`config.mk`:
```
export PLATFORM = sky130hd
export DESIGN_NAME = line_edit_on_off_command_parser
export DESIGN_NICKNAME = d
export VERILOG_FILES = /design/src/sv/lecp_pkg.sv /design/src/sv/line_edit_on_off_command_parser.sv /design/src/sv/lecp_front.sv /design/src/sv/lecp_queue.sv /design/src/sv/lecp_back.sv
export SDC_FILE = /design/constraint.sdc
export NUM_CORES = 1
export LEC_CHECK = 0
export BUFFER_PORTS_ARGS = -buffer_cell sky130_fd_sc_hd__buf_4
export CORE_MARGIN = 1
export CORE_UTILIZATION = 50
export DETAILED_ROUTE_END_ITERATION = 10
export PLACE_DENSITY = 0.78
export RECOVER_POWER = 50
export SYNTH_ARGS = -nofsm -noshare
export SYNTH_HDL_FRONTEND = slang
export SYNTH_SLANG_ARGS = --single-unit
```
`constraint.sdc`:
```
create_clock -name clk -period 6.75 [get_ports clk]
set_input_delay 2.025 -clock clk [delete_from_list [all_inputs] [get_ports clk]]
set_output_delay 2.025 -clock clk [all_outputs]
set_load 0.005 [all_outputs]
```
`src/sv/lecp_pkg.sv`:
```
`default_nettype none
package lecp_pkg;

	// Default line capacity. The line holds at most one character fewer.
	localparam int LINE_CAPACITY_DEF = 64;
	// Default depth of the job queue between the front and back parts.
	localparam int QUEUE_DEPTH_DEF   = 2;
	// Only the first characters of the line are ever matched ("OFF" is the longest).
	localparam int HEAD_N            = 3;

	localparam logic [7:0] CH_BS  = 8'h08;
	localparam logic [7:0] CH_DEL = 8'h7F;
	localparam logic [7:0] CH_SP  = 8'h20;
	localparam logic [7:0] CH_TIL = 8'h7E;
	localparam logic [7:0] CH_CR  = 8'h0D;
	localparam logic [7:0] CH_LF  = 8'h0A;
	localparam logic [7:0] CH_GT  = 8'h3E;

	localparam logic [6:0] CH_UO = 7'h4F; // 'O'
	localparam logic [6:0] CH_LO = 7'h6F; // 'o'
	localparam logic [6:0] CH_UN = 7'h4E; // 'N'
	localparam logic [6:0] CH_LN = 7'h6E; // 'n'
	localparam logic [6:0] CH_UF = 7'h46; // 'F'
	localparam logic [6:0] CH_LF7 = 7'h66; // 'f'

	typedef enum logic [2:0] {
		EV_NONE        = 3'd0,
		EV_ON          = 3'd1,
		EV_ALREADY_ON  = 3'd2,
		EV_OFF         = 3'd3,
		EV_ALREADY_OFF = 3'd4,
		EV_UNKNOWN     = 3'd5
	} event_t;

	// Kind of reply run the back part plays out.
	typedef enum logic [1:0] {
		K_ECHO  = 2'd0, // the character itself
		K_ERASE = 2'd1, // BS SP BS
		K_CMD   = 2'd2, // CR LF > SP BS BS SP BS > SP
		K_UNK   = 2'd3  // CR LF > SP > SP
	} kind_t;

	typedef struct packed {
		kind_t      kind;
		logic [7:0] ch;
		event_t     ev;
		logic       on;
	} job_t;

	function automatic logic [3:0] run_len(kind_t k);
		logic [3:0] n;
		case (k)
			K_ECHO:  n = 4'd1;
			K_ERASE: n = 4'd3;
			K_CMD:   n = 4'd10;
			K_UNK:   n = 4'd6;
			default: n = 4'd1;
		endcase
		return n;
	endfunction

	function automatic logic [7:0] run_byte(kind_t k, logic [7:0] ch, logic [3:0] idx);
		logic [7:0] b;
		b = CH_SP;
		case (k)
			K_ECHO:  b = ch;
			K_ERASE: b = (idx == 4'd1) ? CH_SP : CH_BS;
			K_CMD: begin
				case (idx)
					4'd0:    b = CH_CR;
					4'd1:    b = CH_LF;
					4'd2:    b = CH_GT;
					4'd3:    b = CH_SP;
					4'd4:    b = CH_BS;
					4'd5:    b = CH_BS;
					4'd6:    b = CH_SP;
					4'd7:    b = CH_BS;
					4'd8:    b = CH_GT;
					default: b = CH_SP;
				endcase
			end
			K_UNK: begin
				case (idx)
					4'd0:    b = CH_CR;
					4'd1:    b = CH_LF;
					4'd2:    b = CH_GT;
					4'd3:    b = CH_SP;
					4'd4:    b = CH_GT;
					default: b = CH_SP;
				endcase
			end
			default: b = ch;
		endcase
		return b;
	endfunction

endpackage
`default_nettype wire

```
`src/sv/line_edit_on_off_command_parser.sv`:
```
// Line editor and ON/OFF command parser for a terminal byte stream.
//
// rx channel: one received byte per word (rx_valid / rx_stall / rx_byte).
// tx channel: one reply byte per word, with the event code, the on/off state
// after the causing byte and a last-of-run mark (tx_valid / tx_stall / ...).
//
// The front part classifies each byte, keeps the line length, the line-end
// flag and the on/off state, and queues a reply job. The back part plays a
// job out one byte per cycle, unless tx_stall holds it, into the output
// register. A taken byte's job is written into the queue, popped into the
// job register and then played out. Throughput: one tx word per cycle
// while tx_stall is low; a reply has 1 byte for echo, 3 for erase, 6 for
// unknown and 10 for on/off. Bytes with no reply queue no job.
// rx_stall rises only while the job queue is full, so input keeps flowing
// while the receiver stalls until QUEUE_DEPTH jobs are waiting.
// Reset: line empty, system off, queue and output register empty.
`default_nettype none
module line_edit_on_off_command_parser import lecp_pkg::*; #(
	parameter int LINE_CAPACITY = LINE_CAPACITY_DEF,
	parameter int QUEUE_DEPTH   = QUEUE_DEPTH_DEF
) (
	input  wire logic       clk,
	input  wire logic       arst_n,
	input  wire logic       rx_valid,
	output logic            rx_stall,
	input  wire logic [7:0] rx_byte,
	output logic            tx_valid,
	input  wire logic       tx_stall,
	output logic [7:0]      tx_byte,
	output logic [2:0]      event_res,
	output logic            system_is_on,
	output logic            last_of_run
);

	job_t push_job, head_job;
	logic push, pop, full, empty;

	// Front: classify, edit the line, decide the reply.
	lecp_front #(.LINE_CAPACITY(LINE_CAPACITY)) u_front (
		.clk      (clk),
		.arst_n   (arst_n),
		.rx_valid (rx_valid),
		.rx_stall (rx_stall),
		.rx_byte  (rx_byte),
		.q_full   (full),
		.q_push   (push),
		.q_job    (push_job)
	);

	// Short queue decoupling the two sides.
	lecp_queue #(.DEPTH(QUEUE_DEPTH)) u_queue (
		.clk      (clk),
		.arst_n   (arst_n),
		.push     (push),
		.push_job (push_job),
		.pop      (pop),
		.head_job (head_job),
		.full     (full),
		.empty    (empty)
	);

	// Back: sequence the reply bytes into the output register.
	lecp_back u_back (
		.clk          (clk),
		.arst_n       (arst_n),
		.q_job        (head_job),
		.q_empty      (empty),
		.q_pop        (pop),
		.tx_valid     (tx_valid),
		.tx_stall     (tx_stall),
		.tx_byte      (tx_byte),
		.event_res    (event_res),
		.system_is_on (system_is_on),
		.last_of_run  (last_of_run)
	);

endmodule
`default_nettype wire

```
`src/sv/lecp_front.sv`:
```
`default_nettype none
module lecp_front import lecp_pkg::*; #(
	parameter int LINE_CAPACITY = LINE_CAPACITY_DEF
) (
	input  wire logic       clk,
	input  wire logic       arst_n,
	input  wire logic       rx_valid,
	output logic            rx_stall,
	input  wire logic [7:0] rx_byte,
	input  wire logic       q_full,
	output logic            q_push,
	output job_t            q_job
);

	localparam int LEN_W = $clog2(LINE_CAPACITY);
	localparam logic [LEN_W-1:0] MAX_LEN = LEN_W'(LINE_CAPACITY - 1);

	logic [LEN_W-1:0] len_q;
	logic             ale_q;     // just after a line end
	logic             on_q;
	logic [6:0]       head_q [HEAD_N];

	logic accept, is_erase, is_eol, is_print, m_on, m_off;
	logic [1:0] hidx;

	assign rx_stall = q_full;
	assign accept   = rx_valid && !q_full;
	assign hidx     = len_q[1:0];

	assign is_erase = (rx_byte == CH_BS || rx_byte == CH_DEL) && (len_q != '0);
	assign is_eol   = (rx_byte == CH_CR || rx_byte == CH_LF);
	assign is_print = (rx_byte >= CH_SP) && (rx_byte <= CH_TIL) && (len_q < MAX_LEN);

	assign m_on  = (len_q == LEN_W'(2)) &&
		((head_q[0] == CH_UO && (head_q[1] == CH_UN || head_q[1] == CH_LN)) ||
		 (head_q[0] == CH_LO && head_q[1] == CH_LN));
	assign m_off = (len_q == LEN_W'(3)) &&
		((head_q[0] == CH_UO && head_q[1] == CH_UF && head_q[2] == CH_UF) ||
		 ((head_q[0] == CH_UO || head_q[0] == CH_LO) &&
		  head_q[1] == CH_LF7 && head_q[2] == CH_LF7));

	always_comb begin
		q_push     = 1'b0;
		q_job.kind = K_ECHO;
		q_job.ch   = rx_byte;
		q_job.ev   = EV_NONE;
		q_job.on   = on_q;
		if (accept) begin
			if (is_erase) begin
				q_push     = 1'b1;
				q_job.kind = K_ERASE;
			end else if (is_eol) begin
				q_push = !ale_q;
				if (m_on) begin
					q_job.kind = K_CMD;
					q_job.ev   = on_q ? EV_ALREADY_ON : EV_ON;
					q_job.on   = 1'b1;
				end else if (m_off) begin
					q_job.kind = K_CMD;
					q_job.ev   = on_q ? EV_OFF : EV_ALREADY_OFF;
					q_job.on   = 1'b0;
				end else begin
					q_job.kind = K_UNK;
					q_job.ev   = EV_UNKNOWN;
				end
			end else if (is_print) begin
				q_push = 1'b1;
			end
		end
	end

	always_ff @(posedge clk or negedge arst_n) begin
		if (!arst_n) begin
			len_q <= '0;
			ale_q <= 1'b0;
			on_q  <= 1'b0;
		end else if (accept) begin
			if (is_erase) begin
				len_q <= len_q - LEN_W'(1);
				ale_q <= 1'b0;
			end else if (is_eol) begin
				if (ale_q) begin
					ale_q <= 1'b0;
				end else begin
					len_q <= '0;
					ale_q <= 1'b1;
					on_q  <= q_job.on;
				end
			end else if (is_print) begin
				len_q <= len_q + LEN_W'(1);
				ale_q <= 1'b0;
			end
		end
	end

	// Only the head of the line is kept; later characters are never matched.
	always_ff @(posedge clk) begin
		if (accept && !is_erase && !is_eol && is_print && len_q < LEN_W'(HEAD_N)) begin
			head_q[hidx] <= rx_byte[6:0];
		end
	end

	a_len_range: assert property (@(posedge clk) disable iff (!arst_n)
		len_q <= MAX_LEN) else $error("line length beyond capacity");
	a_eol_clears: assert property (@(posedge clk) disable iff (!arst_n)
		accept && is_eol && !ale_q |=> len_q == '0 && ale_q)
		else $error("line end did not reset the line");

endmodule
`default_nettype wire

```
`src/sv/lecp_queue.sv`:
```
`default_nettype none
module lecp_queue import lecp_pkg::*; #(
	parameter int DEPTH = QUEUE_DEPTH_DEF
) (
	input  wire logic clk,
	input  wire logic arst_n,
	input  wire logic push,
	input  wire job_t push_job,
	input  wire logic pop,
	output job_t      head_job,
	output logic      full,
	output logic      empty
);

	localparam int PTR_W = (DEPTH > 1) ? $clog2(DEPTH) : 1;
	localparam int CNT_W = $clog2(DEPTH + 1);

	job_t             mem_q [DEPTH];
	logic [PTR_W-1:0] wr_q, rd_q;
	logic [CNT_W-1:0] cnt_q;

	assign full     = (cnt_q == CNT_W'(DEPTH));
	assign empty    = (cnt_q == '0);
	assign head_job = mem_q[rd_q];

	function automatic logic [PTR_W-1:0] nxt(logic [PTR_W-1:0] p);
		return (p == PTR_W'(DEPTH - 1)) ? '0 : p + PTR_W'(1);
	endfunction

	always_ff @(posedge clk or negedge arst_n) begin
		if (!arst_n) begin
			wr_q  <= '0;
			rd_q  <= '0;
			cnt_q <= '0;
		end else begin
			if (push) wr_q <= nxt(wr_q);
			if (pop)  rd_q <= nxt(rd_q);
			case ({push, pop})
				2'b10:   cnt_q <= cnt_q + CNT_W'(1);
				2'b01:   cnt_q <= cnt_q - CNT_W'(1);
				default: cnt_q <= cnt_q;
			endcase
		end
	end

	always_ff @(posedge clk) begin
		if (push) mem_q[wr_q] <= push_job;
	end

	a_no_overflow: assert property (@(posedge clk) disable iff (!arst_n)
		!(push && full && !pop)) else $error("queue overflow");
	a_no_underflow: assert property (@(posedge clk) disable iff (!arst_n)
		!(pop && empty)) else $error("queue underflow");

endmodule
`default_nettype wire

```
`src/sv/lecp_back.sv`:
```
`default_nettype none
module lecp_back import lecp_pkg::*; (
	input  wire logic clk,
	input  wire logic arst_n,
	input  wire job_t q_job,
	input  wire logic q_empty,
	output logic      q_pop,
	output logic       tx_valid,
	input  wire logic  tx_stall,
	output logic [7:0] tx_byte,
	output logic [2:0] event_res,
	output logic       system_is_on,
	output logic       last_of_run
);

	job_t       job_q;
	logic       busy_q;
	logic [3:0] idx_q;
	logic       out_valid_q;
	logic [7:0] tx_q;
	event_t     ev_q;
	logic       on_q, last_q;

	logic advance, is_last;

	assign advance = !out_valid_q || !tx_stall;
	assign is_last = (idx_q == run_len(job_q.kind) - 4'd1);
	assign q_pop   = !q_empty && (!busy_q || (advance && is_last));

	always_ff @(posedge clk or negedge arst_n) begin
		if (!arst_n) begin
			busy_q      <= 1'b0;
			idx_q       <= '0;
			out_valid_q <= 1'b0;
		end else begin
			if (advance) out_valid_q <= busy_q;
			if (q_pop) begin
				busy_q <= 1'b1;
				idx_q  <= '0;
			end else if (advance && busy_q) begin
				if (is_last) busy_q <= 1'b0;
				else         idx_q  <= idx_q + 4'd1;
			end
		end
	end

	always_ff @(posedge clk) begin
		if (q_pop) job_q <= q_job;
		if (advance && busy_q) begin
			tx_q   <= run_byte(job_q.kind, job_q.ch, idx_q);
			ev_q   <= job_q.ev;
			on_q   <= job_q.on;
			last_q <= is_last;
		end
	end

	assign tx_valid     = out_valid_q;
	assign tx_byte      = tx_q;
	assign event_res    = ev_q;
	assign system_is_on = on_q;
	assign last_of_run  = last_q;

	a_idx_range: assert property (@(posedge clk) disable iff (!arst_n)
		busy_q |-> idx_q < run_len(job_q.kind)) else $error("run index out of range");
	a_run_gapless: assert property (@(posedge clk) disable iff (!arst_n)
		tx_valid && !tx_stall && !last_of_run |=> tx_valid)
		else $error("gap inside a reply run");
	a_on_state: assert property (@(posedge clk) disable iff (!arst_n)
		tx_valid && (event_res == EV_ON || event_res == EV_ALREADY_ON) |-> system_is_on)
		else $error("on event with system off");
	a_off_state: assert property (@(posedge clk) disable iff (!arst_n)
		tx_valid && (event_res == EV_OFF || event_res == EV_ALREADY_OFF) |-> !system_is_on)
		else $error("off event with system on");

endmodule
`default_nettype wire

```
======== Yosys cells after proc, flatten, opt, wreduce, memory -nomap -nowiden ========
Memories as Yosys holds them, arrays and structs flattened. A register that Yosys moved wholly into a read port is not among the register bits.
Cells that the tools add are included.
word-level totals
  bits in latches ......................... 0
  memories kept ........................... 3
  output and inout bits ................... 15
  input bits .............................. 12
  flip-flop bits (word level) ............. 31
  bits in writable memories ............... 49
  memory bits (read-only) ................. 96
memories
  memory           depth  width  read ports  clocked after memory_dff  write ports  RTL line          text
  (no name shown)  16     6      1           0                         0            lecp_pkg.sv:69    case (idx)
  u_queue.mem_q    2      14     1           1                         1            lecp_queue.sv:18  job_t mem_q [DEPTH];
  u_front.head_q   3      7      3           0                         1            lecp_front.sv:21  logic [6:0] head_q [HEAD_N];
cells by class
  equal/unequal tests ..................... 26
  $mul .................................... 0
  div/mod/pow operators ................... 0
  bitwise operators ....................... 2
  add/subtract/negate cells ............... 8
  muxes and demuxes ....................... 42
  reduce and logical (&&, ||, !) cells .... 49
  shifts and indexed selects .............. 0
  $lt $le $gt $ge ......................... 4
operators with widths
  kind                   count
  $eq A7 B7 Y1 const B   8
  $pmux W8 S4            1
  $mux W6                5
  $mux W4                7
  $eq A8 B4 Y1 const B   3
  $logic_and A1 B1 Y1    19
  $mux W1                19
  $pmux W6 S3            1
  $pmux W4 S4            1
  $eq A6 B2 Y1 const B   2
  $mux W2                5
  $eq A2 B2 Y1 const B   4
  $eq A8 B7 Y1 const B   1
  $ge A8 B6 Y1 const B   1
  $le A8 B7 Y1 const B   1
  $logic_not A1 Y1       8
  $logic_or A1 B1 Y1     8
  $add A6 B1 Y6 const B  1
  $lt A6 B2 Y1 const B   1
  $lt A6 B6 Y1 const B   1
  $mux W3                2
  $reduce_and A2 Y1      3
  $reduce_bool A2 Y1     3
  $reduce_bool A6 Y1     1
  21 further kinds       25

======== Depth between registers and ports, before layout ========
Gate-level depths: netlist (run 1).
An unclocked memory read counts as a cell.
  depth after elaboration ................. 12
  depth in mapped cells ................... 10
  mapped depth without buffers ............ 10

======== Hierarchy ========
A second synthesis (run 1) with hierarchy kept.
unflattened totals
  cells, all modules ...................... 340
  area total of the unflattened synthesis .. 4419.2 um2
modules (own cells, without submodules)
  module      times used  sequential area each (um2)  area each (um2)  cells each
  lecp_front  1           830.8                       1596.5           148
  lecp_back   1           960.9                       1574.0           132
  lecp_queue  1           940.9                       1248.7           60

======== Least setup slack after synthesis (run 1) ========
OpenSTA, ideal clock, no wires.
  path kind ............................... in2reg
  start point ............................. input port rx_byte[4]
  end point ............................... memory u_queue.mem_q[0][0] (netlist name), enable pin
  arrival time ............................ 3858 ps
  stages .................................. 6
  setup slack ............................. 2508 ps
  cell sequence ........................... or3_4 -> nor3_1 -> o21ai_1 -> a31o_1 -> buf_6 -> nor2_1
on the way
  cells in the longest elaborated chain, start to end .. 9
  elaborated cells between the ends (all ways) .. 17
  classes of those cells .................. order compare (2); eq/ne (4); mux (6); reduce/logical (5)
ends and longest elaborated chain
  item                                          RTL line                               text
  start: declaration                            line_edit_on_off_command_parser.sv:26  input wire logic [7:0] rx_byte,
  $ge A8 B6 Y1 or $le A8 B7 Y1 (tied branches)  lecp_front.sv:32                       assign is_print = (rx_byte >= CH_SP) && (rx_byte <= CH_TIL) && (len_q < MAX_LEN);
  $logic_and A1 B1 Y1 (2 in series)             lecp_front.sv:32
  $mux W1                                       lecp_front.sv:66                       end else if (is_print) begin
  $mux W1                                       lecp_front.sv:52                       end else if (is_eol) begin
  $mux W1 (*)                                   lecp_front.sv:49                       if (is_erase) begin
  $mux W1 (*)                                   lecp_front.sv:48                       if (accept) begin
  $mux W1 (*)                                   lecp_queue.sv:47                       if (push) mem_q[wr_q] <= push_job;
  $mux W1 (implied by the code) (*)             lecp_queue.sv:47
  end: declaration                              lecp_queue.sv:18
Mark *: on every way between the ends. The rest lies on a longest branch, timed or not.

======== Worst setup path in the final report (run 1) ========
  start point ............................. input port rx_byte[6]
  end point ............................... memory u_queue.mem_q[0][8] (netlist name), enable pin
Same word-level chain as after synthesis.

==> impl_metrics.sql, run 1 <==
INSERT INTO impl_metrics (metric_group, metric, value, unit) VALUES
('outcome', 'status', 'complete, no violations', ''),
('sta', 'timing.fmax', '221', 'MHz'),
('synth', 'synth.distinct_cells', '52', ''),
('clock_tree', 'clkSlewWorstSetupHoldPaths', '90', 'ps'),
('drt', 'dr.pass1.iters', '4', ''),
('sta', 'timing_worst_slew_pin_value', '1170', 'ps'),
('power', 'share_comb_of_total_power', '24.9', '%'),
('power', 'power-per-cell-area', '321', 'nW/µm²'),
('drt', 'final_antenna_net_count', '0', ''),
('final_layout', 'final_nets', '372', ''),
('floorplan', 'initial_standard_cell_utilization_of_the_core', '51.7', '%'),
('power', 'switching_power', '0.000480', 'W'),
('sta', 'fin_worst_hold_slack', '420', 'ps'),
('flow_run', 'max-cap-violations', '0', ''),
('synth', 'netlist.top_cell.by_area', 'sky130_fd_sc_hd__edfxtp_1', ''),
('synth', 'synth_top_flop_cell', 'sky130_fd_sc_hd__edfxtp_1', ''),
('clock_tree', 'clkLatencyLatePin', '350', 'ps'),
('power', 'p_clk_share', '22.0', '%'),
('place', 'dp_hpwl', '4.95', 'mm'),
('sta', 'final-hold-violation-count', '0', ''),
('grt', 'globalRouteTotalUtil', '18.0', '%'),
('sta', 'finalSetupViolations', '0', ''),
('worst_setup_path', 'worst-r2r-cell-count', '10', ''),
('floorplan', 'die_width', '94.2', 'µm'),
('synth', 'cell_types_with_the_highest_counts_after_synthesis', '76 x sky130_fd_sc_hd__edfxtp_1, 24 x sky130_fd_sc_hd__nor2_1, 18 x sky130_fd_sc_hd__dfrtp_1, 18 x sky130_fd_sc_hd__mux2_2, 18 x sky130_fd_sc_hd__nand2_1', ''),
('clock_tree', 'tritoncts', 'built', ''),
('final_layout', 'drive_gt1_share', '16.3', '%'),
('sta', 'layout_min_cycle_time', '4530', 'ps'),
('power', 'leakagePower', '1.71', 'nW'),
('place', 'postPlaceCellArea', '4540', 'µm²'),
('place', 'gp_congestion', '0.935', ''),
('synth', 'postSynth.asyncResetShare', '19.1', '%'),
('synth', 'synth_largest_type_area_fraction', '53.7', '%'),
('clock_tree', 'post_cts_buffers', '0', ''),
('drt', 'drt-initial-drc-count', '89', ''),
('synth', 'syn-mean-instance-area', '13.2', 'µm²'),
('final_layout', 'stdcell_area', '4680', 'µm²'),
('drt', 'drt-vias-per-instance', '5.75', ''),
('worst_hold_path', 'hold_path.startpoint', 'u_back.job_q[3]', ''),
('synth', 'syn-cell-area', '4250', 'µm²'),
('power', 'netSwitchingFraction', '32.0', '%'),
('clock_tree', 'cts-root-to-sink-buffers', '2', ''),
('floorplan', 'io-pin-count', '27', ''),
('synth', 'ys_seq_elements', '94', ''),
('synth', 'synth_edf_count', '76', ''),
('sta', 'fin_crit_sh', '67.2', '%'),
('synth', 'post_synth_main_area_contributors', 'sky130_fd_sc_hd__edfxtp_1 54%, sky130_fd_sc_hd__dfrtp_1 11%, sky130_fd_sc_hd__mux2_2 4.8%, sky130_fd_sc_hd__ha_1 2.9%, sky130_fd_sc_hd__nor2_1 2.1%', ''),
('worst_setup_path', 'path_max_fanout', '14', ''),
('clock_tree', 'htree_levels', '3', ''),
('grt', 'pin_count_of_the_biggest_net_entering_global_routing', '19', ''),
('worst_setup_path', 'worstSetupStartpointType', 'primary input', ''),
('synth', 'mapped_cells', '321', ''),
('grt', 'grt_pass1_vias', '2534', ''),
('sta', 'grt_setup_unrepaired', 'no', ''),
('worst_hold_path', 'worst_hold_path.num_cells', '0', ''),
('worst_setup_path', 'rr_endpoint', 'u_queue.cnt_q[1]', ''),
('synth', 'ys.warnings.count', '0', ''),
('synth', 'synth-seq-area-share', '64.3', '%'),
('clock_tree', 'cts_root_buffer', 'sky130_fd_sc_hd__clkbuf_8', ''),
('sta', 'setup_total_negative_slack', '0', 'ps'),
('sta', 'timing_max_transition_violations_final', '0', ''),
('drt', 'drc', '0', ''),
('synth', 'most_instantiated_library_cell_after_synthesis', 'sky130_fd_sc_hd__edfxtp_1', ''),
('place', 'buffer_ports.inserted', '26', ''),
('grt', 'antenna_found_initial', '0', ''),
('power', 'total_power', '0.00150', 'W'),
('sta', 'clock-skew-final', '11.3', 'ps'),
('floorplan', 'fp.dieH', '94.2', 'µm'),
('worst_setup_path', 'path_class', 'primary input to flop', ''),
('worst_hold_path', 'hold_path_class', 'flop to flop', ''),
('grt', 'first_pass_grt_wire_length', '12.1', 'mm');
==> state kept, by name, indices dropped and copies added, names as in the netlist, 2 cells and up <==
name / cells
u_back.event_res: 3
u_queue.cnt_q: 2
u_back.idx_q: 4
u_front.head_q: 21
u_queue.mem_q: 28
u_front.len_q: 6
u_back.tx_byte: 8
u_back.job_q: 14
==> power groups by stage <==
stage | Combinational, W | Sequential (W) | Clock, W
3_3_place_gp | 0.000368 | 0.000808 | 0
4_1_cts | 0.000379 | 0.000797 | 0.000340
3_5_place_dp | 0.000373 | 0.000810 | 0
2_1_floorplan | 0.000306 | 0.000764 | 0
6_report | 0.000375 | 0.000797 | 0.000331
5_1_grt | 0.000419 | 0.000812 | 0.000362
==> worst max path at each step <==
stage	from	to	cells past startpoint
after floorplan	rx_byte[4]	u_queue.mem_q[0][0]	6
after global placement	rx_byte[4]	u_queue.mem_q[0][10]	6
after detailed placement	rx_byte[4]	u_queue.mem_q[0][4]	6
after CTS	rx_byte[4]	u_queue.mem_q[0][8]	6
after global routing	rx_byte[6]	u_queue.mem_q[0][9]	6
final	rx_byte[6]	u_queue.mem_q[0][8]	6
==> cell families (layout without fill, tap and decap cells) <==
group / count (synthesis) / after routing / synth area share [%]
AO/OA/AOI/OAI: 68 / 68 / 11.2
XOR/XNOR: 4 / 4 / 0.824
adder cells (fa/ha/maj): 10 / 10 / 2.94
buffers and inverters: 24 / 58 / 2.30
flip-flops: 94 / 94 / 64.3
multiplexers: 25 / 25 / 6.42
AND/OR/NAND/NOR: 96 / 96 / 12.0
==> cell usage in the layout (no fill, tap or decap), drive strengths merged, types with 8 or more instances in the layout <==
master and n:
edfxtp 76, clkbuf 33, nor2 24, nand2 19, dfrtp 18, mux2 18, inv 18, o21ai 16
a21oi 13, nand3 11, nor3 10, ha 10, a22o 8
==> through the flow <==
step | utilization [%] | cells | setup slack, ps
3_5_place_dp | 55.3 | 444 | 1910
2_1_floorplan | - | 321 | 2510
3_3_place_gp | 55.3 | 444 | 1980
6_report | 57.0 | 460 | 2220
5_1_grt | 57.0 | 460 | 1980
4_1_cts | 57.4 | 460 | 2270
==> routing by layer <==
metal  routed length, µm  global-route usage, %  vias to the layer above
met1                3220                   22.1                     1280
li1                    -                      -                     1271
met3                 326                   4.69                       12
met5                   0                      0                        -
met4                 112                   4.62                        0
met2                3540                   31.4                       83
==> area by class of cell <==
class	instances	area [µm²]
Fill cell	676	3530
Timing Repair Buffer	27	169
Sequential cell	94	2730
Clock inverter	5	42.5
Tap cell	105	131
Multi-Input combinational cell	203	1420
Clock buffer	11	131
Inverter	15	56.3
==> worst max-delay path: stages <==
cell and delay, ps:
sky130_fd_sc_hd__clkbuf_1 180, sky130_fd_sc_hd__or3_4 440, sky130_fd_sc_hd__nor3_1 260, sky130_fd_sc_hd__o21ai_1 250
sky130_fd_sc_hd__a31o_1 410, sky130_fd_sc_hd__nor2_1 920
Power figures use the tool's default switching activity.
==> run 2: changes to the inputs <==
Settings changed: PLACE_DENSITY 0.78 to 0.8.
Clock period 6.75 ns to 3.7 ns, I/O delays scaled along.
==> run 2 against run 1 <==
Flip-flop and latch count is the same. Critical endpoint is now u_queue.mem_q[1][10]. Highest routed layer unchanged. Wire length grew 3.5%. Clock power grew 100%. Combinational power grew 83%. Count of clock-buffer cells in the layout shrank 2. Hold slack lost 1.5 ps. Die area is the same. Register-to-register slack lost 2800 ps.
==> impl_metrics.sql, run 2 (synthesis gave the netlist of run 1 again) <==
INSERT INTO impl_metrics (metric_group, metric, value, unit) VALUES
('outcome', 'status', 'complete, no violations', ''),
('clock_tree', 'cts_root_buffer', 'sky130_fd_sc_hd__clkbuf_8', ''),
('clock_tree', 'clkSlewWorstSetupHoldPaths', '90', 'ps'),
('drt', 'via_count', '2695', ''),
('drt', 'final_antenna_net_count', '0', ''),
('drt', 'top_routing_layer_in_use', 'met4', ''),
('drt', 'drc', '0', ''),
('drt', 'dr.pass1.iters', '5', ''),
('drt', 'met1Wirelength', '3.28', 'mm'),
('floorplan', 'rows', '33', ''),
('final_layout', 'largest_reg_flops', '28', ''),
('clock_tree', 'cts-root-to-sink-buffers', '2', ''),
('final_layout', 'final_cell_mix', '76 x sky130_fd_sc_hd__edfxtp_1, 24 x sky130_fd_sc_hd__nor2_1, 18 x sky130_fd_sc_hd__mux2_2, 18 x sky130_fd_sc_hd__nand2_1, 18 x sky130_fd_sc_hd__dfrtp_1', ''),
('power', 'power-per-cell-area', '596', 'nW/µm²'),
('sta', 'timing_max_transition_violations_final', '0', ''),
('worst_setup_path', 'critPathCaptureType', 'flop', ''),
('final_layout', 'largest_register_by_flop_count', 'u_queue.mem_q', ''),
('grt', 'grt_pass1_vias', '2557', ''),
('worst_setup_path', 'path_class', 'primary input to flop', ''),
('worst_setup_path', 'path_max_fanout', '14', ''),
('grt', 'antenna_found_initial', '0', ''),
('floorplan', 'die_width', '94.2', 'µm'),
('drt', 'detail_route.wirelength', '7.45', 'mm'),
('power', 'ir_drop', '0.390', 'mV'),
('final_layout', 'diodes', '0', ''),
('clock_tree', 'post_cts_buffers', '0', ''),
('clock_tree', 'cts_hold_buffers', '0', ''),
('place', 'buffer_ports.inserted', '26', ''),
('drt', 'drt-initial-drc-count', '162', ''),
('place', 'gp_congestion', '0.907', ''),
('worst_hold_path', 'hold_path_class', 'flop to flop', ''),
('drt', 'wl_met2', '3.70', 'mm'),
('worst_setup_path', 'crit_required', '3810', 'ps'),
('clock_tree', 'clkLatencyLatePin', '350', 'ps'),
('grt', 'first_pass_grt_wire_length', '12.2', 'mm'),
('floorplan', 'io-pin-count', '27', ''),
('sta', 'final-hold-violation-count', '0', ''),
('power', 'leakagePower', '1.74', 'nW'),
('floorplan', 'core_box_area', '8220', 'µm²'),
('clock_tree', 'htree_levels', '3', ''),
('final_layout', 'drive_gt1_share', '17.3', '%'),
('floorplan', 'floorplan.die_area', '8880', 'µm²'),
('drt', 'dr_wl_met3', '361', 'µm'),
('final_layout', 'postLayoutCoreUtil', '57.6', '%'),
('sta', 'layout_min_cycle_time', '3030', 'ps'),
('floorplan', 'initial_standard_cell_utilization_of_the_core', '51.7', '%'),
('sta', 'grt_setup_unrepaired', 'no', ''),
('sta', 'setup_total_negative_slack', '0', 'ps'),
('final_layout', 'layout.area.seq', '2730', 'µm²'),
('sta', 'timing.fmax', '330', 'MHz'),
('final_layout', 'multi_input_area', '1420', 'µm²'),
('floorplan', 'fp.dieH', '94.2', 'µm'),
('worst_setup_path', 'worstSetupStartpointType', 'primary input', ''),
('clock_tree', 'clock_sink_count', '94', ''),
('clock_tree', 'cts_inserted_buffers', '9', ''),
('sta', 'fin_crit_sh', '81.8', '%'),
('drt', 'drt-vias-per-instance', '5.81', ''),
('drt', 'average_routed_wire_per_standard_cell', '16.1', 'µm'),
('grt', 'globalRouteOverflowTotal', '0', ''),
('place', 'dp_hpwl', '5.29', 'mm'),
('clock_tree', 'ctsResizeCount', '0', ''),
('clock_tree', 'tritoncts', 'built', ''),
('sta', 'slew_headroom', '28.1', '%'),
('worst_setup_path', 'cp_data_arrival_time', '3130', 'ps'),
('sta', 'finalSetupViolations', '0', ''),
('sta', 'clock-skew-final', '11.1', 'ps'),
('final_layout', 'final_nets', '376', ''),
('grt', 'globalRouteTotalUtil', '18.4', '%'),
('grt', 'pin_count_of_the_biggest_net_entering_global_routing', '19', ''),
('final_layout', 'fill_cells', '669', ''),
('flow_run', 'max-cap-violations', '0', ''),
('final_layout', 'layout.cells.most_common', 'sky130_fd_sc_hd__edfxtp_1', ''),
('final_layout', 'largestRegisters', 'u_queue.mem_q (28), u_front.head_q (21), u_back.job_q (14)', ''),
('sta', 'timing_worst_slew_pin_value', '1080', 'ps'),
('final_layout', 'area_growth', '11.3', '%');
==> run 2: changes by cell type in the layout (fill, tap and decap cells not counted), sizes merged <==
cell	delta
inv	+1
buf	+2
bufinv	+1
==> run 2: metrics by stage <==
step	cell area (µm²)	hold slack, ps	total power (W)	setup WS, ps	cells
after floorplan	4250	400	0.00195	373	321
after global placement	4570	409	0.00214	458	448
after detailed placement	4570	406	0.00217	404	448
after CTS	4780	423	0.00285	784	464
after global routing	4730	429	0.00297	549	464
final	4730	419	0.00282	673	464
==> run 2: worst paths after layout <==
kind                                  start                    to  slack (ps)  depth (start not counted)
max                              rx_byte[1]  u_queue.mem_q[1][10]         670                          8
min                         u_back.job_q[1]   u_back.event_res[0]         420                          0
max reg2reg                u_back.job_q[12]      u_queue.cnt_q[1]         770                          9
min reg2reg                 u_back.job_q[1]   u_back.event_res[0]         420                          0
max in group asynchronous            arst_n      u_front.len_q[1]        2120                          1
min in group asynchronous            arst_n       u_back.idx_q[0]         920                          1
==> run 2: critical path, cell delays in order <==
cell and delay [ps]:
sky130_fd_sc_hd__clkbuf_1 320, sky130_fd_sc_hd__or3b_1 450, sky130_fd_sc_hd__a211oi_4 240, sky130_fd_sc_hd__a21o_2 150, sky130_fd_sc_hd__a31o_1 310, sky130_fd_sc_hd__inv_1 170
sky130_fd_sc_hd__and2_1 190, sky130_fd_sc_hd__buf_4 190
==> run 2: where the power goes <==
| part | internal (W) | switching [W] | total [W] | leakage, nW |
|---|---|---|---|---|
| Clock | 0.000321 | 0.000357 | 0.000677 | 0.101 |
| Combinational | 0.000328 | 0.000358 | 0.000685 | 0.711 |
| Sequential | 0.00128 | 0.000175 | 0.00146 | 0.926 |
| Total | 0.00193 | 0.000890 | 0.00282 | 1.74 |
==> run 2: metal layers <==
| layer | track usage, % | vias up |
|---|---|---|
| met3 | 5.10 | 15 |
| met2 | 31.6 | 92 |
| li1 | - | 1281 |
| met5 | 0 | - |
| met4 | 5.13 | 0 |
| met1 | 22.5 | 1307 |
==> run 2: area by class of cell <==
type	instances	area share, %
Timing Repair Buffer	31	3.97
Clock inverter	7	1.64
Multi-Input combinational cell	203	30.0
Sequential cell	94	57.8
Clock buffer	9	2.62
Tap cell	105	2.78
Inverter	15	1.19
==> run 3: changes to the inputs <==
Settings changed: ABC_AREA set to 1, PLACE_DENSITY 0.8 to 0.78.
Clock period 3.7 ns to 2.86 ns, I/O delays scaled along.
==> run 3 against run 2 <==
Count of clock-buffer cells in the layout stayed put. Register-to-register slack worse by 170 ps. Hold slack better by 5.9 ps. Flip-flop and latch count stayed put. Utilization is 1.1 points lower. Synthesized cell count is 36% higher. Synthesized area is 4.5% higher. Final area is 3.6% higher. Critical endpoint is now u_queue.cnt_q[1]. Largest power group unchanged.
==> impl_metrics.sql, run 3 <==
INSERT INTO impl_metrics (metric_group, metric, value, unit) VALUES
('outcome', 'status', 'complete, no violations', ''),
('synth', 'synth.distinct_cells', '36', ''),
('drt', 'drt-initial-drc-count', '189', ''),
('worst_setup_path', 'critPathMostFrequentCell', 'sky130_fd_sc_hd__nand2_4', ''),
('final_layout', 'fill_cells', '747', ''),
('power', 'pwr-share-seq', '49.2', '%'),
('clock_tree', 'clkLatencyLatePin', '360', 'ps'),
('sta', 'clock-skew-final', '4.41', 'ps'),
('final_layout', 'layout.cells.most_common', 'sky130_fd_sc_hd__nand2_1', ''),
('drt', 'average_routed_wire_per_standard_cell', '13.0', 'µm'),
('clock_tree', 'post_cts_buffers', '0', ''),
('worst_setup_path', 'startpoint', 'rx_byte[3]', ''),
('worst_hold_path', 'hold_path.startpoint', 'u_back.job_q[1]', ''),
('power', 'share_comb_of_total_power', '31.4', '%'),
('synth', 'ys.warnings.count', '0', ''),
('worst_setup_path', 'critPathCaptureType', 'flop', ''),
('worst_setup_path', 'path_max_fanout', '9', ''),
('flow_run', 'max-cap-violations', '0', ''),
('sta', 'timing_worst_slew_pin_value', '1010', 'ps'),
('power', 'power-per-cell-area', '854', 'nW/µm²'),
('power', 'netSwitchingFraction', '36.5', '%'),
('worst_setup_path', 'r2r_start', 'u_back.idx_q[2]', ''),
('place', 'buffer_ports.inserted', '26', ''),
('power', 'p_clk_share', '19.4', '%'),
('clock_tree', 'clkSlewWorstSetupHoldPaths', '90', 'ps'),
('sta', 'timing.fmax', '408', 'MHz'),
('power', 'internal_power', '0.00266', 'W'),
('clock_tree', 'clock_sink_count', '94', ''),
('sta', 'timing_max_transition_violations_final', '0', ''),
('sta', 'final-hold-violation-count', '0', ''),
('final_layout', 'final_nets', '494', ''),
('worst_setup_path', 'regToRegSetupSlack', '600', 'ps'),
('floorplan', 'fp.dieH', '96.3', 'µm'),
('synth', 'synth_top_flop_cell', 'sky130_fd_sc_hd__edfxtp_1', ''),
('floorplan', 'io-pin-count', '27', ''),
('clock_tree', 'ctsResizeCount', '0', ''),
('clock_tree', 'tritoncts', 'built', ''),
('drt', 'drc', '0', ''),
('drt', 'via_count', '2970', ''),
('synth', 'syn-cell-area', '4440', 'µm²'),
('synth', 'synth.net_count', '457', ''),
('drt', 'final_antenna_net_count', '0', ''),
('worst_setup_path', 'cp_data_arrival_time', '2690', 'ps'),
('drt', 'detail_route.wirelength', '7.58', 'mm'),
('clock_tree', 'cts_hold_buffers', '0', ''),
('power', 'ir_drop', '0.362', 'mV'),
('place', 'gp_congestion', '0.839', ''),
('synth', 'cell_types_with_the_highest_counts_after_synthesis', '135 x sky130_fd_sc_hd__nand2_1, 76 x sky130_fd_sc_hd__edfxtp_1, 44 x sky130_fd_sc_hd__inv_1', ''),
('synth', 'most_instantiated_library_cell_after_synthesis', 'sky130_fd_sc_hd__nand2_1', ''),
('grt', 'first_pass_grt_wire_length', '12.5', 'mm'),
('final_layout', 'largestRegisters', 'u_queue.mem_q (28), u_front.head_q (21), u_back.job_q (14)', ''),
('floorplan', 'core_box_area', '8680', 'µm²'),
('synth', 'synth-seq-area-share', '61.5', '%'),
('drt', 'drt-vias-per-instance', '5.09', ''),
('synth', 'mapped_cells', '435', ''),
('sta', 'layout_min_cycle_time', '2450', 'ps'),
('worst_setup_path', 'critical_path.cell_chain', 'clkbuf_1, nand2_1, nor2_1, nand2_1, nand2_2, nand2_4, nand2_4, nand2_4, ha_1, a21oi_1, o21ai_0, xor2_1', ''),
('power', 'leakagePower', '2.17', 'nW'),
('clock_tree', 'cts_inserted_buffers', '9', ''),
('synth', 'post_synth_main_area_contributors', 'sky130_fd_sc_hd__edfxtp_1 51%, sky130_fd_sc_hd__nand2_1 11%, sky130_fd_sc_hd__dfrtp_1 10%, sky130_fd_sc_hd__inv_1 3.7%, sky130_fd_sc_hd__nor2_1 3.1%', ''),
('grt', 'pin_count_of_the_biggest_net_entering_global_routing', '19', ''),
('sta', 'setup_total_negative_slack', '0', 'ps'),
('synth', 'synth_edf_count', '76', ''),
('drt', 'dr.pass1.iters', '4', ''),
('worst_setup_path', 'path_class', 'primary input to flop', ''),
('synth', 'netlist.top_cell.by_area', 'sky130_fd_sc_hd__edfxtp_1', ''),
('floorplan', 'rows', '34', ''),
('floorplan', 'die_width', '96.3', 'µm'),
('synth', 'synth_largest_type_area_fraction', '51.4', '%'),
('final_layout', 'drive_gt1_share', '14.1', '%'),
('sta', 'finalSetupViolations', '0', ''),
('final_layout', 'largest_reg_flops', '28', ''),
('clock_tree', 'cts_root_buffer', 'sky130_fd_sc_hd__clkbuf_8', ''),
('final_layout', 'postLayoutCoreUtil', '56.5', '%'),
('place', 'postPlaceCellArea', '4780', 'µm²'),
('clock_tree', 'cts-root-to-sink-buffers', '2', ''),
('grt', 'globalRouteTotalUtil', '18.4', '%'),
('worst_setup_path', 'worstSetupStartpointType', 'primary input', ''),
('final_layout', 'diodes', '0', ''),
('grt', 'grt_pass1_vias', '2779', ''),
('power', 'switching_power', '0.00153', 'W'),
('final_layout', 'largest_register_by_flop_count', 'u_queue.mem_q', ''),
('worst_setup_path', 'cp_slowest_stage_delay', '340', 'ps'),
('worst_setup_path', 'critPathSlowestCell', 'sky130_fd_sc_hd__clkbuf_1', ''),
('synth', 'syn-mean-instance-area', '10.2', 'µm²'),
('floorplan', 'initial_standard_cell_utilization_of_the_core', '51.2', '%'),
('grt', 'globalRouteOverflowTotal', '0', ''),
('final_layout', 'area_growth', '10.3', '%'),
('worst_setup_path', 'crit_required', '3110', 'ps'),
('worst_hold_path', 'hold_path_class', 'flop to flop', ''),
('final_layout', 'final_cell_mix', '137 x sky130_fd_sc_hd__nand2_1, 76 x sky130_fd_sc_hd__edfxtp_1, 44 x sky130_fd_sc_hd__inv_1', ''),
('sta', 'fin_crit_sh', '85.6', '%'),
('clock_tree', 'htree_levels', '3', ''),
('sta', 'grt_setup_unrepaired', 'no', ''),
('grt', 'antenna_found_initial', '0', ''),
('synth', 'postSynth.asyncResetShare', '19.1', '%'),
('floorplan', 'floorplan.die_area', '9270', 'µm²'),
('sta', 'slew_headroom', '32.9', '%'),
('final_layout', 'stdcell_area', '4900', 'µm²'),
('synth', 'ys_seq_elements', '94', ''),
('place', 'dp_hpwl', '5.56', 'mm');
-- run 3: cell types whose count changed in the layout (fill, tap and decap cells not counted), moves of 10 or more --
cell,before,now
sky130_fd_sc_hd__nand2_1,18,137
sky130_fd_sc_hd__mux2_2,18,0
sky130_fd_sc_hd__nand3_1,11,25
sky130_fd_sc_hd__buf_4,7,21
sky130_fd_sc_hd__xor2_1,1,11
sky130_fd_sc_hd__inv_1,15,44
sky130_fd_sc_hd__nor2_1,24,39
sky130_fd_sc_hd__clkbuf_4,12,2
-- run 3: final timing paths --
kind	to	depth (start not counted)
setup / recovery	u_queue.cnt_q[1]	12
setup reg to reg	u_queue.cnt_q[1]	12
hold / removal	u_back.event_res[0]	0
hold reg to reg	u_back.event_res[0]	0
max in group asynchronous	u_front.ale_q	1
min in group asynchronous	u_front.len_q[2]	1
-- run 3: cell type report --
cell class	count	area, µm²	share of cell area, %
clock buffer	9	124	2.53
clock inverter	6	55.1	1.12
inverter	53	199	4.06
multi-input combinational	282	1450	29.5
sequential	94	2730	55.8
tap	108	135	2.76
timing repair buffer	32	206	4.21
-- run 3: metal layers --
layer	up-vias	global-route usage, %	share of wire [%]
met5	-	0	0
met4	0	9.83	2.4
met3	18	4.11	4.7
met2	86	31.6	51
met1	1364	21.3	42
li1	1502	-	-
-- run 3: cell families after synthesis --
group | share of synthesized area (%)
flip-flops | 61.5
AO/OA/AOI/OAI | 3.97
adder cells (fa/ha/maj) | 2.82
XOR/XNOR | 2.37
AND/OR/NAND/NOR | 24.0
buffers and inverters | 5.35
-- run 3: through the flow --
| step | hold WS, ps | instances | total power (W) | worst slack [ps] |
|---|---|---|---|---|
| floorplan | 400 | 435 | 0.00303 | 289 |
| global placement | 404 | 569 | 0.00338 | 282 |
| detailed placement | 405 | 569 | 0.00344 | 197 |
| CTS | 340 | 584 | 0.00425 | 585 |
| global route | 436 | 584 | 0.00449 | 207 |
| finish | 425 | 584 | 0.00418 | 412 |
-- run 3: critical path: cells and delay by family --
| kind | cells | cell delay, ps |
|---|---|---|
| buffers and inverters | 1 | 340 |
| xor gates and xnor gates | 1 | 150 |
| AOI/OAI and AO/OA | 2 | 220 |
| and+or+nand+nor | 7 | 780 |
| adders and majority gates | 1 | 330 |
-- run 3: power groups by stage --
stage	registers [W]	logic (W)	clock network, W
6_report	0.00206	0.00131	0.000811
5_1_grt	0.00210	0.00150	0.000888
4_1_cts	0.00206	0.00135	0.000835
3_5_place_dp	0.00209	0.00134	0
3_3_place_gp	0.00208	0.00130	0
2_1_floorplan	0.00199	0.00104	0
